`src/lre_pkg.sv`:
```
// Package for the LED ring effect engine: widths, effect codes, queue entry type.
// No dependencies.
package lre_pkg;
   localparam int MaxLeds = 32;
   localparam int IdxW = 5;
   localparam int CntW = 6;
   localparam logic [23:0] SocLowColor = 24'h000040;
   localparam logic [23:0] SocHighColor = 24'h004000;
   localparam logic [7:0] SocDimPeriod = 8'd5;
   localparam int QDepth = 2;

   typedef enum logic [3:0] {
      FX_OFF = 4'd0, FX_ON = 4'd1, FX_BAR = 4'd2, FX_DIMBAR = 4'd3, FX_BLINKBAR = 4'd4,
      FX_LEADBLINK = 4'd5, FX_BARANIM = 4'd6, FX_DOT = 4'd7, FX_DOTANIM = 4'd8,
      FX_CCWBAR = 4'd9, FX_CCWANIM = 4'd10, FX_BINARY = 4'd11, FX_SOC = 4'd12
   } fx_type;

   typedef enum logic [0:0] {CSR_LED_COUNT = 1'b0, CSR_FULL_BRIGHT = 1'b1} csr_type;

   typedef struct packed {
      logic        frame;
      logic        layer;
      logic [3:0]  kind;
      logic [7:0]  param;
      logic [23:0] color;
      logic [7:0]  period;
      logic        rst_pos;
   } cmd_type;

   typedef enum logic [1:0] {ST_IDLE, ST_ADV, ST_EMIT} state_type;
endpackage

```
`src/lre_front.sv`:
```
// Front end: accepts request items, drops invalid effect kinds, queues commands.
// Depends on lre_pkg.
module lre_front (
   input  logic             clock,
   input  logic             reset,
   input  logic             in_valid,
   output logic             in_stall,
   input  lre_pkg::cmd_type in_cmd,
   output logic             q_valid,
   input  logic             q_pop,
   output lre_pkg::cmd_type q_cmd
);
   import lre_pkg::*;

   cmd_type    mem_ff [QDepth];
   logic       wr_ff, wr_in, rd_ff, rd_in;
   logic [1:0] cnt_ff, cnt_in;
   logic       push;

   assign in_stall = (cnt_ff == 2'(QDepth));
   assign push = in_valid && !in_stall && (in_cmd.frame || in_cmd.kind <= FX_SOC);
   assign q_valid = (cnt_ff != 2'd0);
   assign q_cmd = mem_ff[rd_ff];

   always_comb begin
      wr_in = push ? !wr_ff : wr_ff;
      rd_in = q_pop ? !rd_ff : rd_ff;
      cnt_in = cnt_ff + 2'(push) - 2'(q_pop);
   end

   always_ff @(posedge clock) begin
      if (reset) begin
         wr_ff <= 1'b0;
         rd_ff <= 1'b0;
         cnt_ff <= 2'd0;
      end else begin
         wr_ff <= wr_in;
         rd_ff <= rd_in;
         cnt_ff <= cnt_in;
      end
   end

   always_ff @(posedge clock) begin
      if (push) mem_ff[wr_ff] <= in_cmd;
   end
endmodule

```
`src/lre_back.sv`:
```
// Back end: holds layer state, advances it per frame, emits one pixel per cycle unless rsp_stall holds it.
// Depends on lre_pkg.
module lre_back (
   input  logic             clock,
   input  logic             reset,
   input  logic             q_valid,
   output logic             q_pop,
   input  lre_pkg::cmd_type q_cmd,
   input  logic [5:0]       led_count,
   input  logic [7:0]       full_bright,
   output logic             rsp_valid,
   input  logic             rsp_stall,
   output logic [4:0]       rsp_led_index,
   output logic [23:0]      rsp_pixel_color,
   output logic             rsp_last_pixel
);
   import lre_pkg::*;

   state_type   state_ff, state_in;
   logic [3:0]  kind_ff [2];
   logic [7:0]  param_ff [2];
   logic [23:0] color_ff [2];
   logic [7:0]  period_ff [2];
   logic [7:0]  pos_ff [2];
   logic [7:0]  fss_ff [2];
   logic        dim_ff [2], blink_ff [2], lead_ff [2];
   logic [7:0]  bri_ff [2];
   logic [7:0]  rem_ff [2];
   logic [5:0]  dv_ff [2];
   logic        stp_ff [2];
   logic [3:0]  k_ff, k_in;
   logic [CntW-1:0] n_ff;
   logic [CntW-1:0] i_ff, i_in;
   logic        ov_ff, ov_in;
   logic [4:0]  oi_ff;
   logic [23:0] oc_ff;
   logic        ol_ff;
   logic        emit;
   logic [CntW-1:0] n_lim;
   logic [7:0]  dim_b;
   logic [23:0] pc [2];
   logic [23:0] sel_c;
   logic [7:0]  sel_b;

   assign n_lim = (led_count > CntW'(MaxLeds)) ? CntW'(MaxLeds) : led_count;
   assign dim_b = 8'((16'(full_bright) * 16'd171) >> 9);
   assign rsp_valid = ov_ff;
   assign rsp_led_index = oi_ff;
   assign rsp_pixel_color = oc_ff;
   assign rsp_last_pixel = ol_ff;

   function automatic logic [23:0] bar(input logic [CntW-1:0] i, input logic [7:0] len,
                                        input logic [23:0] c);
      return (8'(i) < len) ? c : 24'd0;
   endfunction

   function automatic logic [23:0] ccw(input logic [CntW-1:0] i, input logic [CntW-1:0] n,
                                        input logic [7:0] len, input logic [23:0] c);
      logic signed [9:0] d;
      d = $signed({4'd0, n}) - $signed({2'd0, len});
      if (i == '0) return (len != 8'd0) ? c : 24'd0;
      return (d < $signed({4'd0, i})) ? c : 24'd0;
   endfunction

   always_comb begin
      for (int l = 0; l < 2; l++) begin
         pc[l] = 24'd0;
         unique case (kind_ff[l])
            FX_ON: pc[l] = color_ff[l];
            FX_BAR, FX_DIMBAR, FX_BLINKBAR: pc[l] = bar(i_ff, param_ff[l], color_ff[l]);
            FX_LEADBLINK:
               if (lead_ff[l] && param_ff[l] != 8'd0 && param_ff[l] <= 8'(n_ff)
                   && 8'(i_ff) == param_ff[l] - 8'd1) pc[l] = 24'd0;
               else pc[l] = bar(i_ff, param_ff[l], color_ff[l]);
            FX_BARANIM: pc[l] = bar(i_ff, pos_ff[l], color_ff[l]);
            FX_DOT: pc[l] = (8'(i_ff) == param_ff[l]) ? color_ff[l] : 24'd0;
            FX_DOTANIM: pc[l] = (8'(i_ff) == pos_ff[l]) ? color_ff[l] : 24'd0;
            FX_CCWBAR: pc[l] = ccw(i_ff, n_ff, param_ff[l], color_ff[l]);
            FX_CCWANIM: pc[l] = ccw(i_ff, n_ff, pos_ff[l], color_ff[l]);
            FX_BINARY: pc[l] = (i_ff < CntW'(8) && param_ff[l][i_ff[2:0]]) ? color_ff[l] : 24'd0;
            FX_SOC: pc[l] = bar(i_ff, param_ff[l], (param_ff[l] <= 8'd2) ? SocLowColor
                                                                          : SocHighColor);
            default: pc[l] = 24'd0;
         endcase
      end
      sel_c = 24'd0;
      sel_b = 8'd0;
      for (int l = 0; l < 2; l++) begin
         if (pc[l] != 24'd0 && bri_ff[l] != 8'd0) begin
            sel_c = pc[l];
            sel_b = bri_ff[l];
         end
      end
   end

   always_comb begin
      state_in = state_ff;
      q_pop = 1'b0;
      emit = 1'b0;
      i_in = i_ff;
      k_in = k_ff;
      unique case (state_ff)
         ST_IDLE:
            if (q_valid) begin
               if (q_cmd.frame) begin
                  state_in = ST_ADV;
                  k_in = 4'd8;
               end else q_pop = 1'b1;
            end
         ST_ADV:
            if (k_ff != 4'd0) k_in = k_ff - 4'd1;
            else begin
               i_in = '0;
               if (n_lim == '0) begin
                  q_pop = 1'b1;
                  state_in = ST_IDLE;
               end else state_in = ST_EMIT;
            end
         ST_EMIT:
            if (!ov_ff || !rsp_stall) begin
               emit = 1'b1;
               i_in = i_ff + CntW'(1);
               if (i_ff + CntW'(1) == n_ff) begin
                  q_pop = 1'b1;
                  state_in = ST_IDLE;
               end
            end
         default: state_in = ST_IDLE;
      endcase
      ov_in = emit ? 1'b1 : (ov_ff && rsp_stall);
   end

   always_ff @(posedge clock) begin
      if (reset) begin
         state_ff <= ST_IDLE;
         ov_ff <= 1'b0;
         i_ff <= '0;
         k_ff <= '0;
      end else begin
         state_ff <= state_in;
         ov_ff <= ov_in;
         i_ff <= i_in;
         k_ff <= k_in;
      end
   end

   always_ff @(posedge clock) begin
      if (emit) begin
         oi_ff <= i_ff[4:0];
         oc_ff <= {8'((16'(sel_c[23:16]) * 16'(sel_b)) >> 8),
                   8'((16'(sel_c[15:8]) * 16'(sel_b)) >> 8),
                   8'((16'(sel_c[7:0]) * 16'(sel_b)) >> 8)};
         ol_ff <= (i_ff + CntW'(1) == n_ff);
      end
   end

   always_ff @(posedge clock) begin
      logic [7:0]  f, per, p1;
      logic        due;
      logic [13:0] sh;
      if (reset) begin
         for (int l = 0; l < 2; l++) begin
            kind_ff[l] <= FX_OFF; param_ff[l] <= '0; color_ff[l] <= '0;
            period_ff[l] <= '0; pos_ff[l] <= '0; fss_ff[l] <= '0;
            dim_ff[l] <= 1'b0; blink_ff[l] <= 1'b0; lead_ff[l] <= 1'b0;
            bri_ff[l] <= 8'd77;
            stp_ff[l] <= 1'b0;
         end
         n_ff <= '0;
      end else if (state_ff == ST_IDLE && q_valid && !q_cmd.frame) begin
         kind_ff[q_cmd.layer] <= q_cmd.kind;
         param_ff[q_cmd.layer] <= q_cmd.param;
         color_ff[q_cmd.layer] <= q_cmd.color;
         period_ff[q_cmd.layer] <= q_cmd.period;
         if (q_cmd.rst_pos) pos_ff[q_cmd.layer] <= '0;
      end else if (state_ff == ST_IDLE && q_valid) begin
         n_ff <= n_lim;
         for (int l = 0; l < 2; l++) begin
            f = (fss_ff[l] == 8'hFF) ? fss_ff[l] : fss_ff[l] + 8'd1;
            per = (kind_ff[l] == FX_SOC) ? SocDimPeriod : period_ff[l];
            due = (f >= per);
            p1 = pos_ff[l] + 8'd1;
            fss_ff[l] <= f;
            stp_ff[l] <= due && (kind_ff[l] inside {FX_BARANIM, FX_DOTANIM, FX_CCWANIM});
            rem_ff[l] <= (kind_ff[l] == FX_CCWANIM) ? pos_ff[l] : p1;
            dv_ff[l] <= (kind_ff[l] == FX_BARANIM) ? n_lim + CntW'(1) : n_lim;
            unique case (kind_ff[l])
               FX_DIMBAR, FX_BLINKBAR, FX_LEADBLINK, FX_BARANIM, FX_DOTANIM, FX_CCWANIM:
                  if (due) fss_ff[l] <= '0;
               FX_SOC:
                  if (param_ff[l] <= 8'd1 && due) fss_ff[l] <= '0;
               default: ;
            endcase
            unique case (kind_ff[l])
               FX_DIMBAR:
                  if (due) begin
                     dim_ff[l] <= !dim_ff[l];
                     bri_ff[l] <= !dim_ff[l] ? full_bright : dim_b;
                  end
               FX_SOC:
                  if (param_ff[l] > 8'd1) bri_ff[l] <= full_bright;
                  else if (due) begin
                     dim_ff[l] <= !dim_ff[l];
                     bri_ff[l] <= !dim_ff[l] ? full_bright : dim_b;
                  end
               FX_BLINKBAR:
                  if (due) begin
                     blink_ff[l] <= !blink_ff[l];
                     bri_ff[l] <= !blink_ff[l] ? full_bright : 8'd0;
                  end
               FX_LEADBLINK: begin
                  bri_ff[l] <= full_bright;
                  if (due) lead_ff[l] <= !lead_ff[l];
               end
               FX_CCWBAR: ;
               default: bri_ff[l] <= full_bright;
            endcase
         end
      end else if (state_ff == ST_ADV) begin
         for (int l = 0; l < 2; l++) begin
            if (k_ff != 4'd0) begin
               sh = 14'(dv_ff[l]) << (k_ff - 4'd1);
               if (14'(rem_ff[l]) >= sh) rem_ff[l] <= rem_ff[l] - sh[7:0];
            end else if (stp_ff[l]) begin
               unique case (kind_ff[l])
                  FX_BARANIM: pos_ff[l] <= rem_ff[l];
                  FX_DOTANIM: pos_ff[l] <= (n_ff == '0) ? 8'd0 : rem_ff[l];
                  default: pos_ff[l] <= ((n_ff == '0) ? 8'd0 : rem_ff[l]) + 8'd1;
               endcase
            end
         end
      end
   end
endmodule

```
`src/led_ring_effect_engine.sv`:
```
// LED ring effect engine top level: config registers, front queue, back engine.
// Depends on lre_pkg, lre_front, lre_back.
// A frame item holds the back engine while it advances the layers, then the position remainder,
// then emits one pixel per cycle unless rsp_stall holds it; a set-effect item is popped from idle.
// Synchronous reset empties the queue, turns both layers off, sets led_count to 0 and full brightness to 77.
module led_ring_effect_engine (
   input  logic        clock,
   input  logic        reset,
   input  logic        req_valid,
   output logic        req_stall,
   input  logic        req_mode,
   input  logic        req_layer,
   input  logic [3:0]  req_effect_kind,
   input  logic [7:0]  req_effect_param,
   input  logic [23:0] req_effect_color,
   input  logic [7:0]  req_effect_period,
   input  logic        req_reset_position,
   output logic        rsp_valid,
   input  logic        rsp_stall,
   output logic [4:0]  rsp_led_index,
   output logic [23:0] rsp_pixel_color,
   output logic        rsp_last_pixel,
   input  logic        csr_valid,
   output logic        csr_ready,
   input  logic        csr_index,
   input  logic [7:0]  csr_data
);
   import lre_pkg::*;

   logic [5:0] led_count_ff;
   logic [7:0] full_ff;
   cmd_type    in_cmd, q_cmd;
   logic       q_valid, q_pop;

   assign csr_ready = 1'b1;
   assign in_cmd = '{frame: req_mode, layer: req_layer, kind: req_effect_kind,
                     param: req_effect_param, color: req_effect_color,
                     period: req_effect_period, rst_pos: req_reset_position};

   always_ff @(posedge clock) begin
      if (reset) begin
         led_count_ff <= '0;
         full_ff <= 8'd77;
      end else if (csr_valid) begin
         unique case (csr_type'(csr_index))
            CSR_LED_COUNT: led_count_ff <= csr_data[5:0];
            CSR_FULL_BRIGHT: full_ff <= csr_data;
            default: ;
         endcase
      end
   end

   lre_front u_front (
      .clock, .reset, .in_valid(req_valid), .in_stall(req_stall), .in_cmd,
      .q_valid, .q_pop, .q_cmd
   );

   lre_back u_back (
      .clock, .reset, .q_valid, .q_pop, .q_cmd, .led_count(led_count_ff),
      .full_bright(full_ff), .rsp_valid, .rsp_stall, .rsp_led_index,
      .rsp_pixel_color, .rsp_last_pixel
   );
endmodule

```
`config.mk`:
```
export PLATFORM = sky130hd
export DESIGN_NAME = led_ring_effect_engine
export DESIGN_NICKNAME = d
export VERILOG_FILES = /design/src/lre_pkg.sv /design/src/lre_front.sv /design/src/lre_back.sv /design/src/led_ring_effect_engine.sv
export SDC_FILE = /design/constraint.sdc
export NUM_CORES = 1
export LEC_CHECK = 0
export BUFFER_PORTS_ARGS = -buffer_cell sky130_fd_sc_hd__buf_2
export CORE_MARGIN = 8
export CORE_UTILIZATION = 49
export CTS_CLUSTER_SIZE = 24
export DETAILED_ROUTE_END_ITERATION = 12
export GPL_ROUTABILITY_DRIVEN = 0
export PLACE_DENSITY = 0.65
export SYNTH_ARGS = -nofsm -noshare
export SYNTH_HDL_FRONTEND = slang
export SYNTH_HIERARCHICAL = 1
export SYNTH_SLANG_ARGS = --single-unit
```
`constraint.sdc`:
```
create_clock -name clock -period 24.9 [get_ports clock]
set_input_delay 4.98 -clock clock [delete_from_list [all_inputs] [get_ports clock]]
set_output_delay 4.98 -clock clock [all_outputs]
set_load 0.02 [all_outputs]
```
==> summary.txt, run 1 <==
Outcome
  – Status: completed

Clock tree
  – Cts-stage hold buffer count: 0
  – Clk Tree Root Cell: clkbuf_16
  – CTS Buffer Depth: 3
  – CTS Sinks: between 300 and 400
  – Post-CTS Setup Bufs: 0
  – Clock H-tree levels: 2
  – CTS tree: built
  – Post-cts sizing count: 0
  – Clock Pin Slew Worst Setup and Hold Paths: approximately 0.06 ns
  – CTS Buf Count: 39
  – Clk Latency, worst-skew pair: 0.57 ns

Yosys
  – Main synth FF type: edfxtp_1
  – Netlist cell types: 94
  – Post-Synthesis Cells: 2620
  – Top cells by area, synth: edfxtp_1, ha_1, fa_1, nor2_1, dfxtp_1
  – Yosys top cell area share: 0.330
  – Synthesized Nets: 3065
  – YS warnings: 6
  – EDFF count, synth: 288
  – Register area share after synthesis: 0.365
  – Top cells by count, synth: nor2_1, edfxtp_1, ha_1, inv_1, nand2_1
  – Seq cells post-synth: between 300 and 400
  – Top-count cell post-synth: nor2_1
  – Asr flop ratio synth: 0
  – Dominant cell type by area after synthesis: edfxtp_1
  – Mapped Area: 26200 um2
  – Syn_area_per_cell: between 10 and 15 um2

Floorplan
  – CORE AREA: about 53000 um2
  – # IOs: 94
  – Die Y: about 250 um
  – Die area: 61200 um2
  – Starting Density: 0.492
  – Chip width: 247 um
  – Row Count: 85

Pwr
  – Maximum VDD drop: 0.0000501 V
  – P per Cell Area: 79.8 nW/um2
  – Leakage: about 0.012 uW

Placed design
  – IO buf count: 92
  – Placed inst area: 27400 um2
  – Pre-CTS setup slack: 15.80 ns
  – Detailed Place HPWL: 50700 um

Detailed routing
  – DRT iter0 DRCs: 1977
  – Wire per inst: 19.7 um
  – Vias/cell: 5.83
  – Via count: 19944
  – Post-route ant nets: 0
  – Drt pass-1 iters: 5
  – DRC: 0
  – Routed WL: about 67000 um

STA
  – Slew Viols, Final: 0
  – Final Worst Setup Slack: 15.69 ns
  – # setup viols final: 0
  – Min Tclk post-route: about 9 ns
  – Rel. slew slack: 0.169
  – RSZ-0062 raised after global routing: no
  – Clock skew: 0.0184 ns
  – Fin Hold WS: 0.502 ns
  – Fmax: 0.109 GHz
  – Fin crit share: 0.370
  – Final Hold Viols: 0
  – Slew @ Worst Pin: between 1 and 1.5 ns
  – Final setup TNS: 0 ns

Global routing
  – Vias in the first global route: roughly 20000
  – Overall routing resource usage: 0.217
  – First-pass GRT wire length: 106000 um
  – Final global-route overflow total: 0
  – Initial antenna violation count: 0
  – Largest net degree at the start of global routing: 66

Setup path
  – CP Launch Type: flop
  – Critical path's slowest cell: and3_1
  – Critical path origin: u_back/param_ff[0][3]
  – Worst Path Arrival: around 9.5 ns
  – Crit-path max FO: 24
  – Origin of the critical flop-to-flop path: u_back/param_ff[0][3]
  – Critical path required time: 25.21 ns
  – CP Class: flop to flop
  – Worst stage delay on the critical path: between 0.8 and 0.9 ns
  – Kind of end point of the critical path: flop

Finish
  – Share of layout cells above drive strength 1: 0.117
  – Storage cell area: 9570 um2
  – Fillers: 4746
  – Antenna Cells: 0
  – # nets final: 3138
  – Layout area overhead: 9.34%
  – Design area: 28700 um2
  – Multi-input gate area: 15400 um2

Min path
  – Hold WC Path Type: flop to flop
  – Hold path start: u_back/fss_ff[1][6]

Flow run
  – Max cap viols: 0
[through the flow]
| step | utilization | power (uW) | instances |
|---|---|---|---|
| final | 0.537 | 2290 | 3420 |
| after global routing | 0.537 | 2450 | 3420 |
| after CTS | 0.537 | 2300 | 3420 |
| after detailed placement | 0.513 | 1720 | 3348 |
| after global placement | 0.513 | 1690 | 3348 |
| after floorplan | - | 1460 | 2620 |
[power breakdown]
part / internal [uW] / switching (uW) / total [uW] / leakage [uW]
logic: 373 / 585 / 959 / 0.00851
clock network: 330 / 241 / 571 / 0.000628
registers: 703 / 56.3 / 759 / 0.00317
[cells in the final DEF, fill, tap and decap left out, types with 11 or more instances in the layout]
| cell | n |
|---|---|
| a211o_1 | 13 |
| a211oi_1 | 11 |
| a21o_1 | 39 |
| a21oi_1 | 111 |
| a22oi_1 | 31 |
| a31oi_1 | 24 |
| and2_1 | 107 |
| and3_1 | 26 |
| buf_2 | 92 |
| buf_4 | 24 |
| clkbuf_16 | 40 |
| dfxtp_1 | 45 |
| edfxtp_1 | 288 |
| fa_1 | 123 |
| ha_1 | 261 |
| inv_1 | 245 |
| mux2_2 | 54 |
| mux2i_1 | 24 |
| nand2_1 | 132 |
| nand2b_1 | 49 |
| nand3_1 | 56 |
| nand3b_1 | 15 |
| nand4_1 | 28 |
| nor2_1 | 319 |
| nor2b_1 | 33 |
| nor3_1 | 44 |
| nor4_1 | 27 |
| o211ai_1 | 17 |
| o21a_1 | 18 |
| o21ai_0 | 77 |
| or2_2 | 56 |
| xnor2_1 | 80 |
| xor2_1 | 29 |
[sequential cells by signal, summed over array words and instances, names as in the netlist, 8 cells and up, named ones only]
register,flops
u_back/bri_ff,16
u_back/color_ff,48
u_back/kind_ff,8
u_back/period_ff,16
u_back/rem_ff,16
u_back/pos_ff,16
full_ff,8
u_back/rsp_pixel_color,24
u_front/mem_ff,94
u_back/param_ff,16
u_back/fss_ff,16
u_back/dv_ff,12
[layout make-up]
type / instances / area share
Multi-Input combinational cell: 1956 / 0.537
Sequential cell: 334 / 0.334
Clock buffer: 52 / 0.0375
Inverter: 246 / 0.0322
Tap cell: 696 / 0.0304
Timing Repair Buffer: 116 / 0.0223
Clock inverter: 20 / 0.00720
[layer usage]
metal	global-route usage	vias up	wire (um)
met5	0	-	0
met1	0.303	9639	30700
li1	-	9393	-
met3	0.0321	144	4390
met2	0.347	768	30600
met4	0.0670	0	1760
[worst max-delay path: cells and delay by family (launching register included)]
family          cells  cell delay [ns]
simple gates        6             1.89
fa+ha+maj           7             3.02
compound gates     11             3.07
xor+xnor            1             0.15
flops               1             0.46
buf+inv             4             0.35
[cells by family after synthesis]
kind of cell               synth area share
buffers and inverters                0.0495
and+or+nand+nor                       0.180
other                              0.000143
muxes                                0.0363
AOI/OAI and AO/OA                     0.115
adders and majority gates             0.218
xor gates and xnor gates             0.0364
DFF                                   0.365
[path summary, 6_finish.rpt]
kind | slack (ns) | to | depth (start not counted)
max | 15.69 | u_back/rsp_pixel_color[7] | 29
min | 0.50 | u_back/fss_ff[1][6] | 2
max reg2reg | 15.69 | u_back/rsp_pixel_color[7] | 29
min reg2reg | 0.50 | u_back/fss_ff[1][6] | 2
No activity file was read; power rests on OpenSTA's default activity.
==> run 2: changes to the inputs <==
--- a/config.mk
+++ b/config.mk
@@ -5,6 +5,7 @@
 export SDC_FILE = /design/constraint.sdc
 export NUM_CORES = 1
 export LEC_CHECK = 0
+export ABC_AREA = 1
 export BUFFER_PORTS_ARGS = -buffer_cell sky130_fd_sc_hd__buf_2
 export CORE_MARGIN = 8
 export CORE_UTILIZATION = 49
==> constraint.sdc (replaced) <==
create_clock -name clock -period 9.1 [get_ports clock]
set_input_delay 1.82 -clock clock [delete_from_list [all_inputs] [get_ports clock]]
set_output_delay 1.82 -clock clock [all_outputs]
set_load 0.02 [all_outputs]
==> run 2 against run 1 <==
Against the previous run: worst hold slack worse by 0.037 ns; critical path depth up 10; sequential power rose to 2.8 times the previous value; wire length up 7.2%.
==> summary.txt, run 2 <==
Finish
  – Storage cell area: 9570 um2 (about the same)
  – Layout area overhead: 9.04%
  – Final cell utilization of the core: 0.541 (+0.00384)
  – Multi-input gate area: 15800 um2 (+2.9%)
  – Most frequent cells in the layout: nand2_1, inv_1, nor2_1, edfxtp_1, ha_1
  – Antenna Cells: 0 (unchanged)
  – Commonest non-fill, non-tap cell in the layout: nand2_1
  – Top reg by flops: u_front/mem_ff
  – Fillers: 5275 (+11%)
  – Share of layout cells above drive strength 1: 0.0951 (-0.0224)
  – Number of flip-flops in the largest register: 94 (unchanged)
  – # nets final: 3918 (+25%)

Setup path
  – CP most frequent cell: nand2_1
  – Worst Path Arrival: 8.91 ns (-0.60 ns)
  – Kind of end point of the critical path: flop
  – Critical path's slowest cell: fa_1
  – Reg2Reg Depth: 39 (+34%)
  – CP Launch Type: flop
  – Critical path required time: 9.46 ns (-15.75 ns)
  – CP Class: flop to flop
  – R2r endpoint: u_back/rsp_pixel_color[6]
  – Crit-path max FO: 19 (-21%)
  – Origin of the critical flop-to-flop path: u_back/n_ff[1]
  – Reg2Reg Setup Slack: 0.54 ns (-15.15 ns)
  – Worst stage delay on the critical path: 0.55 ns (-0.28 ns)

Flow run
  – Max cap viols: 0 (unchanged)

Yosys
  – Seq cells post-synth: 334 (unchanged)
  – Asr flop ratio synth: 0 (unchanged)
  – Mapped Area: 28000 um2 (+6.9%)
  – Syn_area_per_cell: 8.28 um2 (-17%)
  – Post-Synthesis Cells: 3387 (+29%)
  – YS warnings: 6 (unchanged)
  – EDFF count, synth: 288 (unchanged)
  – Synthesized Nets: 3832 (+25%)
  – Yosys top cell area share: 0.308 (-0.0212)
  – Top-count cell post-synth: nand2_1
  – Register area share after synthesis: 0.341 (-0.0234)
  – Top cells by area, synth: edfxtp_1, ha_1, fa_1, nand2_1, inv_1
  – Top cells by count, synth: nand2_1, inv_1, nor2_1, edfxtp_1, ha_1
  – Dominant cell type by area after synthesis: edfxtp_1
  – Netlist cell types: 65 (-31%)
  – Main synth FF type: edfxtp_1

Placed design
  – IO buf count: 92 (unchanged)
  – Detailed Place HPWL: 56300 um (+11%)

Global routing
  – Overall routing resource usage: 0.220 (+0.00248)
  – Largest net degree at the start of global routing: 48 (-27%)
  – GR peak layer: met2
  – First-pass GRT wire length: 114000 um (+7.6%)
  – Grt met2 use: 0.345 (-0.00206)
  – Met3 Use GR: 0.0381 (+0.00601)
  – Initial antenna violation count: 0 (unchanged)
  – Vias in the first global route: 21364 (+8.0%)
  – Final global-route overflow total: 0 (unchanged)
  – M1 GR Usage: 0.313 (+0.00993)

STA
  – Fin crit share: 0.940 (+0.571)
  – Fmax: 0.117 GHz (+7.6%)
  – Slew @ Worst Pin: 1.16 ns (-0.0870 ns)
  – Slew Viols, Final: 0 (unchanged)
  – Final setup TNS: 0 ns (unchanged)
  – Clock skew: 0.0388 ns (+0.0204 ns)
  – # setup viols final: 0 (unchanged)
  – Rel. slew slack: 0.227 (+0.0579)
  – Final Hold Viols: 0 (unchanged)
  – Min Tclk post-route: 8.56 ns (-0.650 ns)
  – RSZ-0062 raised after global routing: no

Clock tree
  – Cts-stage hold buffer count: 0 (unchanged)
  – Post-cts sizing count: 0 (unchanged)
  – CTS Buf Count: 40 (+2.6%)
  – CTS tree: built
  – Clk Latency, worst-skew pair: 0.59 ns (+0.02 ns)
  – Clk Tree Root Cell: clkbuf_16
  – Clock Pin Slew Worst Setup and Hold Paths: 0.07 ns (about the same)
  – CTS Buffer Depth: 3 (unchanged)
  – Post-CTS Setup Bufs: 0 (unchanged)
  – CTS Sinks: 334 (unchanged)
  – Clock H-tree levels: 2 (unchanged)

Min path
  – Hold path depth: 2 (unchanged)
  – Hold EP: u_back/k_ff[1]
  – Hold WC Path Type: flop to flop
  – Hold path start: u_back/k_ff[1]

Floorplan
  – # IOs: 94 (unchanged)
  – Die Y: 255 um (+3.2%)
  – Row Count: 87 (+2.4%)
  – Die area: 65100 um2 (+6.4%)
  – Chip width: 255 um (+3.2%)
  – CORE AREA: 56500 um2 (+5.8%)
  – Starting Density: 0.496 (+0.00484)

Outcome
  – Status: completed

Pwr
  – Sw Share: 0.462 (+0.0768)
  – Clock Power Share: 0.184 (-0.065)
  – Gate power share: 0.580 (+0.161)
  – P per Cell Area: 291 nW/um2 (+260%)
  – Reg power frac: 0.237 (-0.095)
  – Internal power: 4780 uW (+240%)
  – Maximum VDD drop: 0.000183 V (+270%)
  – Net Switching: 4110 uW (+370%)
  – Leakage: 0.0147 uW (+20%)

Detailed routing
  – Post-route ant nets: 0 (unchanged)
  – DRT iter0 DRCs: 1886 (-4.6%)
  – Via count: 22715 (+14%)
  – DRC: 0 (unchanged)
  – Wire per inst: 17.0 um (-14%)
  – Drt pass-1 iters: 6 (+1)
  – Routed WL: 72200 um (+7.2%)
  – Vias/cell: 5.33 (-8.5%)
## run 2: worst max-delay path, delay by kind of cell, from the launching register on
family	cells	cell delay [ns]
and+or+nand+nor	14	1.42
DFF	1	0.44
adders and majority gates	7	3.23
buffers and inverters	8	1.10
xor gates and xnor gates	1	0.15
AOI/OAI and AO/OA	9	1.95
## run 2: area by class of cell
class / instances / share of cell area
multi-input cells: 2377 / 0.518
clock buffers: 45 / 0.0333
flip-flops and latches: 334 / 0.313
inverters: 608 / 0.0747
well taps: 756 / 0.0309
clock inverters: 27 / 0.00994
repair buffers: 112 / 0.0200
## run 2: per-layer routing
layer  wire (um)  part of all wire
met1       33800              0.47
met2       31700              0.44
met3        4990             0.069
met4        1800             0.025
met5           0                 0
## run 2: power groups by stage
stage                     logic [uW]  clock network (uW)  registers [uW]
after CTS                       5160                1670            2100
after floorplan                 3980                   0            2090
after global routing            5900                1730            2120
final                           5150                1630            2100
after detailed placement        5110                   0            2130
after global placement          5070                   0            2130
## run 2: logic make-up (layout without fill, tap and decap cells)
group | after synthesis | count (layout) | synth area share
AOI/OAI and AO/OA | 450 | 450 | 0.0949
DFF | 334 | 334 | 0.341
xor gates and xnor gates | 84 | 84 | 0.0262
buffers and inverters | 676 | 792 | 0.0960
other | 1 | 1 | 0.000134
muxes | 49 | 49 | 0.0236
adders and majority gates | 384 | 384 | 0.204
and+or+nand+nor | 1409 | 1409 | 0.214
## run 2: metrics by stage
stage / area [um2] / cells / setup WS (ns) / total power, uW / hold WS, ns
2_1_floorplan: 28000 / 3387 / 1.60 / 6070 / 0.440
3_3_place_gp: 29200 / 4187 / 0.506 / 7200 / 0.450
3_5_place_dp: 29200 / 4187 / 0.370 / 7240 / 0.455
4_1_cts: 30500 / 4259 / 0.316 / 8930 / 0.465
5_1_grt: 30600 / 4259 / 0.0698 / 9750 / 0.508
6_report: 30600 / 4259 / 0.542 / 8890 / 0.465
## run 2: worst max-delay path by stage
stage | cells after the start | slack [ns] | startpoint | endpoint
after floorplan | 43 | 1.60 | u_back/n_ff[1] | u_back/rsp_pixel_color[7]
after global placement | 41 | 0.51 | u_back/n_ff[1] | u_back/rsp_pixel_color[6]
after detailed placement | 41 | 0.37 | u_back/n_ff[1] | u_back/rsp_pixel_color[6]
after CTS | 41 | 0.32 | u_back/n_ff[1] | u_back/rsp_pixel_color[6]
after global routing | 42 | 0.07 | u_back/n_ff[0] | u_back/rsp_pixel_color[6]
final | 39 | 0.54 | u_back/n_ff[1] | u_back/rsp_pixel_color[6]
